### config.mk
export PLATFORM = sky130hd
export DESIGN_NAME = yuv_color_equalizer
export DESIGN_NICKNAME = d
export VERILOG_FILES = /design/src/design/yce_pkg.sv /design/src/design/yuv_color_equalizer.sv /design/src/design/yce_prep.sv /design/src/design/yce_mult.sv /design/src/design/yce_round.sv
export VERILOG_INCLUDE_DIRS = /design/src /design/src/design
export SDC_FILE = /design/constraint.sdc
export NUM_CORES = 2
export LEC_CHECK = 0
export BUFFER_PORTS_ARGS = -buffer_cell sky130_fd_sc_hd__buf_2
export CORE_MARGIN = 2
export CORE_UTILIZATION = 55
export DETAILED_ROUTE_END_ITERATION = 7
export PLACE_DENSITY = 0.69
export REMOVE_ABC_BUFFERS = 1
export SKIP_CTS_REPAIR_TIMING = 1
export SLEW_MARGIN = 20
export SYNTH_ARGS = -nofsm -noshare
export SYNTH_HDL_FRONTEND = slang
export SYNTH_SLANG_ARGS = --single-unit
### constraint.sdc
create_clock -name clk -period 6.7 [get_ports clk]
set_input_delay 0.67 -clock clk [delete_from_list [all_inputs] [get_ports clk]]
set_output_delay 0.67 -clock clk [all_outputs]
set_load 0.005 [all_outputs]
### src/design/yuv_color_equalizer_assert.svh
// Assertion macros for the YUV color equalizer.
// Depends on clk and rst_n being visible in the including module.
`ifndef YUV_COLOR_EQUALIZER_ASSERT_SVH
`define YUV_COLOR_EQUALIZER_ASSERT_SVH

// Same-cycle implication, checked out of reset
`define YCE_ASSERT_IMP(label, ante, cons, msg) \
  label: assert property (@(posedge clk) disable iff (!rst_n) (ante) |-> (cons)) \
    else $error(msg);

// Implication after a fixed number of cycles
`define YCE_ASSERT_DLY(label, ante, n, cons, msg) \
  label: assert property (@(posedge clk) disable iff (!rst_n) (ante) |-> ##n (cons)) \
    else $error(msg);

`endif

### src/design/yce_pkg.sv
// Shared types and constants for the YUV color equalizer.
// No dependencies; imported by every module of the block.
package yce_pkg;

  // Configuration port
  localparam int CFG_IDX_W  = 3;
  localparam int CFG_DATA_W = 17;

  localparam logic [CFG_IDX_W-1:0] REG_ENABLE      = 3'd0;
  localparam logic [CFG_IDX_W-1:0] REG_LUMA_GAIN   = 3'd1;
  localparam logic [CFG_IDX_W-1:0] REG_LUMA_OFFSET = 3'd2;
  localparam logic [CFG_IDX_W-1:0] REG_COS_GAIN    = 3'd3;
  localparam logic [CFG_IDX_W-1:0] REG_SIN_GAIN    = 3'd4;

  // Item kinds
  localparam logic OP_LUMA   = 1'b0;
  localparam logic OP_CHROMA = 1'b1;

  // Field widths
  localparam int GAIN_W = 10;
  localparam int OFF_W  = 17;
  localparam int COEF_W = 11;
  localparam int CTR_W  = 9;   // centered sample, signed
  localparam int PROD_W = 19;  // one product, signed
  localparam int ACC_W  = 21;  // sum of products plus offset and rounding

  // Fixed-point constants
  localparam logic signed [CTR_W-1:0] LUMA_BLACK = 9'sd16;
  localparam logic signed [CTR_W-1:0] CHROMA_MID = 9'sd128;
  localparam logic signed [ACC_W-1:0] ROUND_HALF = 21'sd128;

  typedef struct packed {
    logic                     enable;
    logic [GAIN_W-1:0]        luma_gain;
    logic signed [OFF_W-1:0]  luma_offset;
    logic signed [COEF_W-1:0] cos_gain;
    logic signed [COEF_W-1:0] sin_gain;
  } cfg_t;

  // Stage 1: centered samples
  typedef struct packed {
    logic                    valid;
    logic                    kind;
    logic                    enable;
    logic signed [CTR_W-1:0] ym;
    logic signed [CTR_W-1:0] um;
    logic signed [CTR_W-1:0] vm;
    logic [7:0]              y;
    logic [7:0]              cb;
    logic [7:0]              cr;
  } s1_t;

  // Stage 2: products
  typedef struct packed {
    logic                     valid;
    logic                     kind;
    logic                     enable;
    logic signed [PROD_W-1:0] py;
    logic signed [PROD_W-1:0] uc;
    logic signed [PROD_W-1:0] vs;
    logic signed [PROD_W-1:0] vc;
    logic signed [PROD_W-1:0] us;
    logic [7:0]               y;
    logic [7:0]               cb;
    logic [7:0]               cr;
  } s2_t;

  // Output stage
  typedef struct packed {
    logic       valid;
    logic       kind;
    logic [7:0] luma;
    logic [7:0] cb;
    logic [7:0] cr;
  } res_t;

endpackage

### src/design/yuv_color_equalizer.sv
// YUV brightness, contrast, hue and saturation adjustment, three-stage pipeline.
// Throughput: one luma sample or chroma pair per cycle; busy is never raised.
// Stages: centering, multiplier stage (gain and rotation products), round/saturate.
// Results are shown for one cycle; the receiver cannot stall the pipeline.
// Synchronous active-low reset empties the pipeline and loads neutral settings.
module yuv_color_equalizer (
  input  logic                           clk,
  input  logic                           rst_n,
  input  logic                           start,
  output logic                           busy,
  input  logic                           in_opcode,
  input  logic [7:0]                     in_luma_in,
  input  logic [7:0]                     in_cb_in,
  input  logic [7:0]                     in_cr_in,
  output logic                           out_valid,
  output logic                           out_kind,
  output logic [7:0]                     out_luma_out,
  output logic [7:0]                     out_cb_out,
  output logic [7:0]                     out_cr_out,
  input  logic                           cfg_valid,
  output logic                           cfg_ready,
  input  logic [yce_pkg::CFG_IDX_W-1:0]  cfg_index,
  input  logic [yce_pkg::CFG_DATA_W-1:0] cfg_data
);
  import yce_pkg::*;

  `include "yuv_color_equalizer_assert.svh"

  cfg_t cfg_r;
  s1_t  s1;
  s2_t  s2;
  res_t res;
  logic take;

  assign busy      = 1'b0;
  assign cfg_ready = 1'b1;
  assign take      = start && !busy;

  // Configuration registers
  always_ff @(posedge clk) begin
    if (!rst_n) begin
      cfg_r.enable      <= 1'b0;
      cfg_r.luma_gain   <= 10'd256;
      cfg_r.luma_offset <= 17'sd0;
      cfg_r.cos_gain    <= 11'sd256;
      cfg_r.sin_gain    <= 11'sd0;
    end else if (cfg_valid && cfg_ready) begin
      unique case (cfg_index)
        REG_ENABLE:      cfg_r.enable      <= cfg_data[0];
        REG_LUMA_GAIN:   cfg_r.luma_gain   <= cfg_data[GAIN_W-1:0];
        REG_LUMA_OFFSET: cfg_r.luma_offset <= signed'(cfg_data[OFF_W-1:0]);
        REG_COS_GAIN:    cfg_r.cos_gain    <= signed'(cfg_data[COEF_W-1:0]);
        REG_SIN_GAIN:    cfg_r.sin_gain    <= signed'(cfg_data[COEF_W-1:0]);
        default: begin
        end
      endcase
    end
  end

  yce_prep u_prep (
    .clk     (clk),
    .rst_n   (rst_n),
    .take    (take),
    .opcode  (in_opcode),
    .luma_in (in_luma_in),
    .cb_in   (in_cb_in),
    .cr_in   (in_cr_in),
    .enable  (cfg_r.enable),
    .s1      (s1)
  );

  yce_mult u_mult (
    .clk   (clk),
    .rst_n (rst_n),
    .s1    (s1),
    .cfg   (cfg_r),
    .s2    (s2)
  );

  yce_round u_round (
    .clk   (clk),
    .rst_n (rst_n),
    .s2    (s2),
    .cfg   (cfg_r),
    .res   (res)
  );

  assign out_valid    = res.valid;
  assign out_kind     = res.kind;
  assign out_luma_out = res.luma;
  assign out_cb_out   = res.cb;
  assign out_cr_out   = res.cr;

  // Checks
  `YCE_ASSERT_DLY(a_latency, take, 3, out_valid, "accepted item did not emerge after 3 cycles")
  `YCE_ASSERT_IMP(a_no_phantom, out_valid, $past(take, 3), "result without a matching transfer")
  `YCE_ASSERT_IMP(a_luma_zero, out_valid && (out_kind == OP_LUMA), (out_cb_out == 8'd0) && (out_cr_out == 8'd0), "luma result has nonzero chroma")
  `YCE_ASSERT_IMP(a_chroma_zero, out_valid && (out_kind == OP_CHROMA), out_luma_out == 8'd0, "chroma result has nonzero luma")

endmodule

### src/design/yce_prep.sv
// Stage 1: captures an item and centers luma and chroma samples.
// Depends on yce_pkg.
module yce_prep (
  input  logic        clk,
  input  logic        rst_n,
  input  logic        take,
  input  logic        opcode,
  input  logic [7:0]  luma_in,
  input  logic [7:0]  cb_in,
  input  logic [7:0]  cr_in,
  input  logic        enable,
  output yce_pkg::s1_t s1
);
  import yce_pkg::*;

  s1_t s1_r;
  s1_t s1_nxt;

  // Remove the black level from luma and the midpoint from chroma
  always_comb begin
    s1_nxt.valid  = take;
    s1_nxt.kind   = opcode;
    s1_nxt.enable = enable;
    s1_nxt.ym     = signed'({1'b0, luma_in}) - LUMA_BLACK;
    s1_nxt.um     = signed'({1'b0, cb_in}) - CHROMA_MID;
    s1_nxt.vm     = signed'({1'b0, cr_in}) - CHROMA_MID;
    s1_nxt.y      = luma_in;
    s1_nxt.cb     = cb_in;
    s1_nxt.cr     = cr_in;
  end

  always_ff @(posedge clk) begin
    if (!rst_n) begin
      s1_r.valid <= 1'b0;
    end else begin
      s1_r <= s1_nxt;
    end
  end

  assign s1 = s1_r;

endmodule

### src/design/yce_mult.sv
// Stage 2: luma gain product and the four chroma rotation products.
// Depends on yce_pkg.
module yce_mult (
  input  logic         clk,
  input  logic         rst_n,
  input  yce_pkg::s1_t s1,
  input  yce_pkg::cfg_t cfg,
  output yce_pkg::s2_t s2
);
  import yce_pkg::*;

  s2_t s2_r;
  s2_t s2_nxt;
  logic signed [CTR_W+COEF_W-1:0]  py_full;
  logic signed [CTR_W+COEF_W-1:0]  uc_full;
  logic signed [CTR_W+COEF_W-1:0]  vs_full;
  logic signed [CTR_W+COEF_W-1:0]  vc_full;
  logic signed [CTR_W+COEF_W-1:0]  us_full;
  logic signed [COEF_W-1:0]        gain_s;

  // Gain is unsigned; widen with a zero sign bit
  assign gain_s  = signed'({1'b0, cfg.luma_gain});
  assign py_full = s1.ym * gain_s;
  assign uc_full = s1.um * cfg.cos_gain;
  assign vs_full = s1.vm * cfg.sin_gain;
  assign vc_full = s1.vm * cfg.cos_gain;
  assign us_full = s1.um * cfg.sin_gain;

  // Products fit in PROD_W bits for every sample and coefficient
  always_comb begin
    s2_nxt.valid  = s1.valid;
    s2_nxt.kind   = s1.kind;
    s2_nxt.enable = s1.enable;
    s2_nxt.py     = py_full[PROD_W-1:0];
    s2_nxt.uc     = uc_full[PROD_W-1:0];
    s2_nxt.vs     = vs_full[PROD_W-1:0];
    s2_nxt.vc     = vc_full[PROD_W-1:0];
    s2_nxt.us     = us_full[PROD_W-1:0];
    s2_nxt.y      = s1.y;
    s2_nxt.cb     = s1.cb;
    s2_nxt.cr     = s1.cr;
  end

  always_ff @(posedge clk) begin
    if (!rst_n) begin
      s2_r.valid <= 1'b0;
    end else begin
      s2_r <= s2_nxt;
    end
  end

  assign s2 = s2_r;

endmodule

### src/design/yce_round.sv
// Stage 3: sums, half-up rounding, saturation and the output register.
// Depends on yce_pkg.
module yce_round (
  input  logic          clk,
  input  logic          rst_n,
  input  yce_pkg::s2_t  s2,
  input  yce_pkg::cfg_t cfg,
  output yce_pkg::res_t res
);
  import yce_pkg::*;

  localparam int SH_W = ACC_W - 8;
  localparam int BI_W = SH_W + 1;

  res_t res_r;
  res_t res_nxt;
  logic signed [ACC_W-1:0] acc_y;
  logic signed [ACC_W-1:0] acc_u;
  logic signed [ACC_W-1:0] acc_v;
  logic signed [BI_W-1:0]  bias_y;
  logic signed [BI_W-1:0]  bias_u;
  logic signed [BI_W-1:0]  bias_v;
  logic [7:0]              sat_y;
  logic [7:0]              sat_u;
  logic [7:0]              sat_v;

  function automatic logic [7:0] sat8(input logic signed [BI_W-1:0] x);
    logic [7:0] r;
    if (x < 0) begin
      r = 8'd0;
    end else if (x > 255) begin
      r = 8'd255;
    end else begin
      r = x[7:0];
    end
    return r;
  endfunction

  // Accumulate with the rounding half, then floor-divide by 256
  always_comb begin
    acc_y  = ACC_W'(s2.py) + ACC_W'(cfg.luma_offset) + ROUND_HALF;
    acc_u  = ACC_W'(s2.uc) + ACC_W'(s2.vs) + ROUND_HALF;
    acc_v  = ACC_W'(s2.vc) - ACC_W'(s2.us) + ROUND_HALF;
    bias_y = BI_W'(signed'(acc_y[ACC_W-1:8])) + BI_W'(LUMA_BLACK);
    bias_u = BI_W'(signed'(acc_u[ACC_W-1:8])) + BI_W'(CHROMA_MID);
    bias_v = BI_W'(signed'(acc_v[ACC_W-1:8])) + BI_W'(CHROMA_MID);
    sat_y  = sat8(bias_y);
    sat_u  = sat8(bias_u);
    sat_v  = sat8(bias_v);
  end

  // Select adjusted or raw samples; unused fields read as zero
  always_comb begin
    res_nxt.valid = s2.valid;
    res_nxt.kind  = s2.kind;
    res_nxt.luma  = 8'd0;
    res_nxt.cb    = 8'd0;
    res_nxt.cr    = 8'd0;
    if (s2.kind == OP_LUMA) begin
      res_nxt.luma = s2.enable ? sat_y : s2.y;
    end else begin
      res_nxt.cb = s2.enable ? sat_u : s2.cb;
      res_nxt.cr = s2.enable ? sat_v : s2.cr;
    end
  end

  always_ff @(posedge clk) begin
    if (!rst_n) begin
      res_r.valid <= 1'b0;
    end else begin
      res_r <= res_nxt;
    end
  end

  assign res = res_r;

endmodule
==> reports/results.ini <==
[outcome]
status=completed

[cts]
cts_root_buf=clkbuf_16
clk_pin_slew_ns=0.06
numCtsBuffers=30
cts_sinks=232
htreeDepth=1
cts_tree=built
cts_buffer_depth=3
clk_latency_ns=0.59

[final_layout]
nNetsFinal=3551
syn_to_final_growth_pct=7.48
final_cell_mix=inv_1 (470), fa_1 (381), nand2_1 (376)
drive_above_1_share=0.0705
num-fill-cells=4299
final_common_cell=inv_1

[power_and_ir_drop]
p_switching_uw=2610
power.total_uw=6720
vdd_drop_max_mv=0.154
intPower_uw=4110
p_comb_frac=0.466
power_density_nw_per_um2=226
leakage_uw=0.0139
p_seq_frac=0.294
power_frac_clock=0.240
power_switching_share=0.388

[synthesis]
synth-edff-count=179
synth_flop_cell=edfxtp_1
yosysSeqAreaShare=0.233
synth-async-reset-ratio=0
syn_area_sq_um=27700
postSynthAreaPerCell_sq_um=9.99
yosysWarnings=0
synth.distinct_cells=85
synth_seq_cells=232
netlist_instances=2770

[critical_path]
worst-setup-path-type=flop to flop
start_kind=flop
arrival_ns=6.42
cp_slowest_cell=edfxtp_1
cp_max_fo=23
slowest_delay_ns=0.98
critPathBufInv=2
critPathTopFamily=adder cells
cp-end-kind=flop
crit_required_ns=7.01
crit_chain=nand2_1 -> fa_1 -> inv_1 -> fa_1 -> fa_1 -> fa_1 -> fa_1 -> ha_1 -> inv_1 -> o21bai_1 -> a21oi_1 -> o21bai_1 -> a211o_1 -> a2111oi_0 -> o31ai_1 -> a21oi_1 -> xnor2_1
crit_path_frequent_cell=fa_1

[detailed_routing]
drt-pass1-iter-count=5
wl_per_cell_microns=17.0
vias=18900
drt_wl_total_microns=59300
postRouteAntennaNets=0
via_per_inst=5.41
drc=0
detail_route.iter0.violations=963

[timing]
finalHoldViolations=0
fin_skew_ns=0.0222
finalMaxSlewViolations=0
setup_viol=0
fin_tns_setup_ns=0
fin_crit_sh=0.913
rsz0062_at_grt=no
relSlewSlack=0.361
tightest_slew_ns=0.959
fmax_ghz=0.164
fin_crit_ns=6.11

[global_routing]
grt_pass1_wl_microns=101000
grt_antenna_before_repair=4
grt_max_degree=127
gr-total-overflow=0
grt_util_all_layers=0.238
grt_pass1_vias=20500

[floorplanning]
start_util=0.555
placementRows=82
coreArea_sq_um=49900
die_y_microns=228
die_area_sq_um=52100
die_w_microns=228
io_pins=77

[flow_run]
max_cap_viol_count=0

[place]
place_congestion=0.868
port_buffers=74
hpwl_microns=46900

[min_path]
hold_class=input port to flop

==> worst paths after layout <==
check | start | endpoint | cells after the start | slack [ns]
worst max-delay path | u_prep.s1[1] | u_mult.s2[80] | 17 | 0.59
worst min-delay path | in_opcode | u_prep.s1[52] | 1 | 0.26
worst max register to register | u_prep.s1[1] | u_mult.s2[80] | 17 | 0.59
worst min register to register | u_prep.s1[23] | u_mult.s2[23] | 0 | 0.42
==> area by class of cell <==
class / instances / area, sq um / area share
multi-input combinational: 1952 / 19000 / 0.640
sequential: 232 / 6440 / 0.216
inverter: 470 / 1760 / 0.0593
clock buffer: 39 / 857 / 0.0288
tap: 672 / 841 / 0.0283
timing repair buffer: 113 / 673 / 0.0226
clock inverter: 17 / 138 / 0.00463
antenna: 1 / 2.50 / 0.0000842
==> cell usage after synthesis (11+ instances only) <==
| master | number | area, sq um |
|---|---|---|
| a211oi_1 | 11 | 82.6 |
| a21boi_0 | 49 | 368 |
| a21o_1 | 18 | 135 |
| a21oi_1 | 82 | 410 |
| and2_1 | 207 | 1290 |
| clkbuf_1 | 112 | 420 |
| dfxtp_1 | 53 | 1060 |
| edfxtp_1 | 179 | 5380 |
| fa_1 | 381 | 7630 |
| ha_1 | 322 | 4030 |
| inv_1 | 470 | 1760 |
| nand2_1 | 376 | 1410 |
| nand2b_1 | 48 | 300 |
| nand3_1 | 21 | 105 |
| nor2_1 | 45 | 169 |
| nor2b_1 | 17 | 106 |
| nor3_1 | 22 | 110 |
| nor4_1 | 14 | 87.6 |
| o21a_1 | 14 | 105 |
| o21ai_0 | 28 | 140 |
| o21ai_1 | 12 | 60.1 |
| o21bai_1 | 25 | 188 |
| xnor2_1 | 102 | 893 |
| xor2_1 | 22 | 193 |
==> through the flow <==
step | instance area, sq um | setup WS, ns | cells | util | hold WS, ns
4_1_cts | 29700 | 0.610 | 3495 | 0.596 | 0.228
2_1_floorplan | 27200 | 0.995 | 2654 | - | 0.400
3_5_place_dp | 28700 | 0.619 | 3439 | 0.576 | 0.407
5_1_grt | 29700 | 0.118 | 3496 | 0.596 | 0.239
6_report | 29700 | 0.586 | 3496 | 0.596 | 0.258
3_3_place_gp | 28700 | 0.805 | 3439 | 0.576 | 0.404
==> power by group through the flow <==
stage               clock network (uW)  logic, uW  registers (uW)
floorplan                            0       2360            1960
global placement                     0       2970            2000
detailed placement                   0       3080            2010
CTS                               1650       3120            1980
global route                      1710       3540            2000
finish                            1610       3130            1980
==> state kept, by name (all words and copies together) (netlist names) <==
| register | flops |
|---|---|
| u_mult.s2 | 122 |
| cfg_r | 50 |
| u_prep.s1 | 34 |
| u_round.res | 26 |
==> worst register-to-register path: cells and delay by family, from the launching register on <==
family / cells / cell delay, ns
buffers and inverters: 2 / 0.12
flip-flops: 1 / 0.98
AND/OR/NAND/NOR: 1 / 0.18
XOR/XNOR: 1 / 0.10
adder cells (fa/ha/maj): 6 / 2.79
AO/OA/AOI/OAI: 7 / 1.70
==> kinds of logic after synthesis <==
kind of cell,after synthesis,synth area share
AND/OR/NAND/NOR,793,0.142
adder cells (fa/ha/maj),703,0.421
buffers and inverters,586,0.0798
AO/OA/AOI/OAI,326,0.0829
flip-flops,232,0.233
XOR/XNOR,125,0.0398
multiplexers,3,0.00154
other,2,0.000271
==> per-layer routing <==
layer | track usage | vias to the layer above | routed length (microns)
li1 | - | 8917 | -
met5 | 0 | - | 22
met2 | 0.419 | 486 | 29500
met4 | 0.0866 | 4 | 2240
met1 | 0.301 | 9392 | 24500
met3 | 0.0304 | 124 | 3120
No activity file was read; power rests on OpenSTA's default activity.
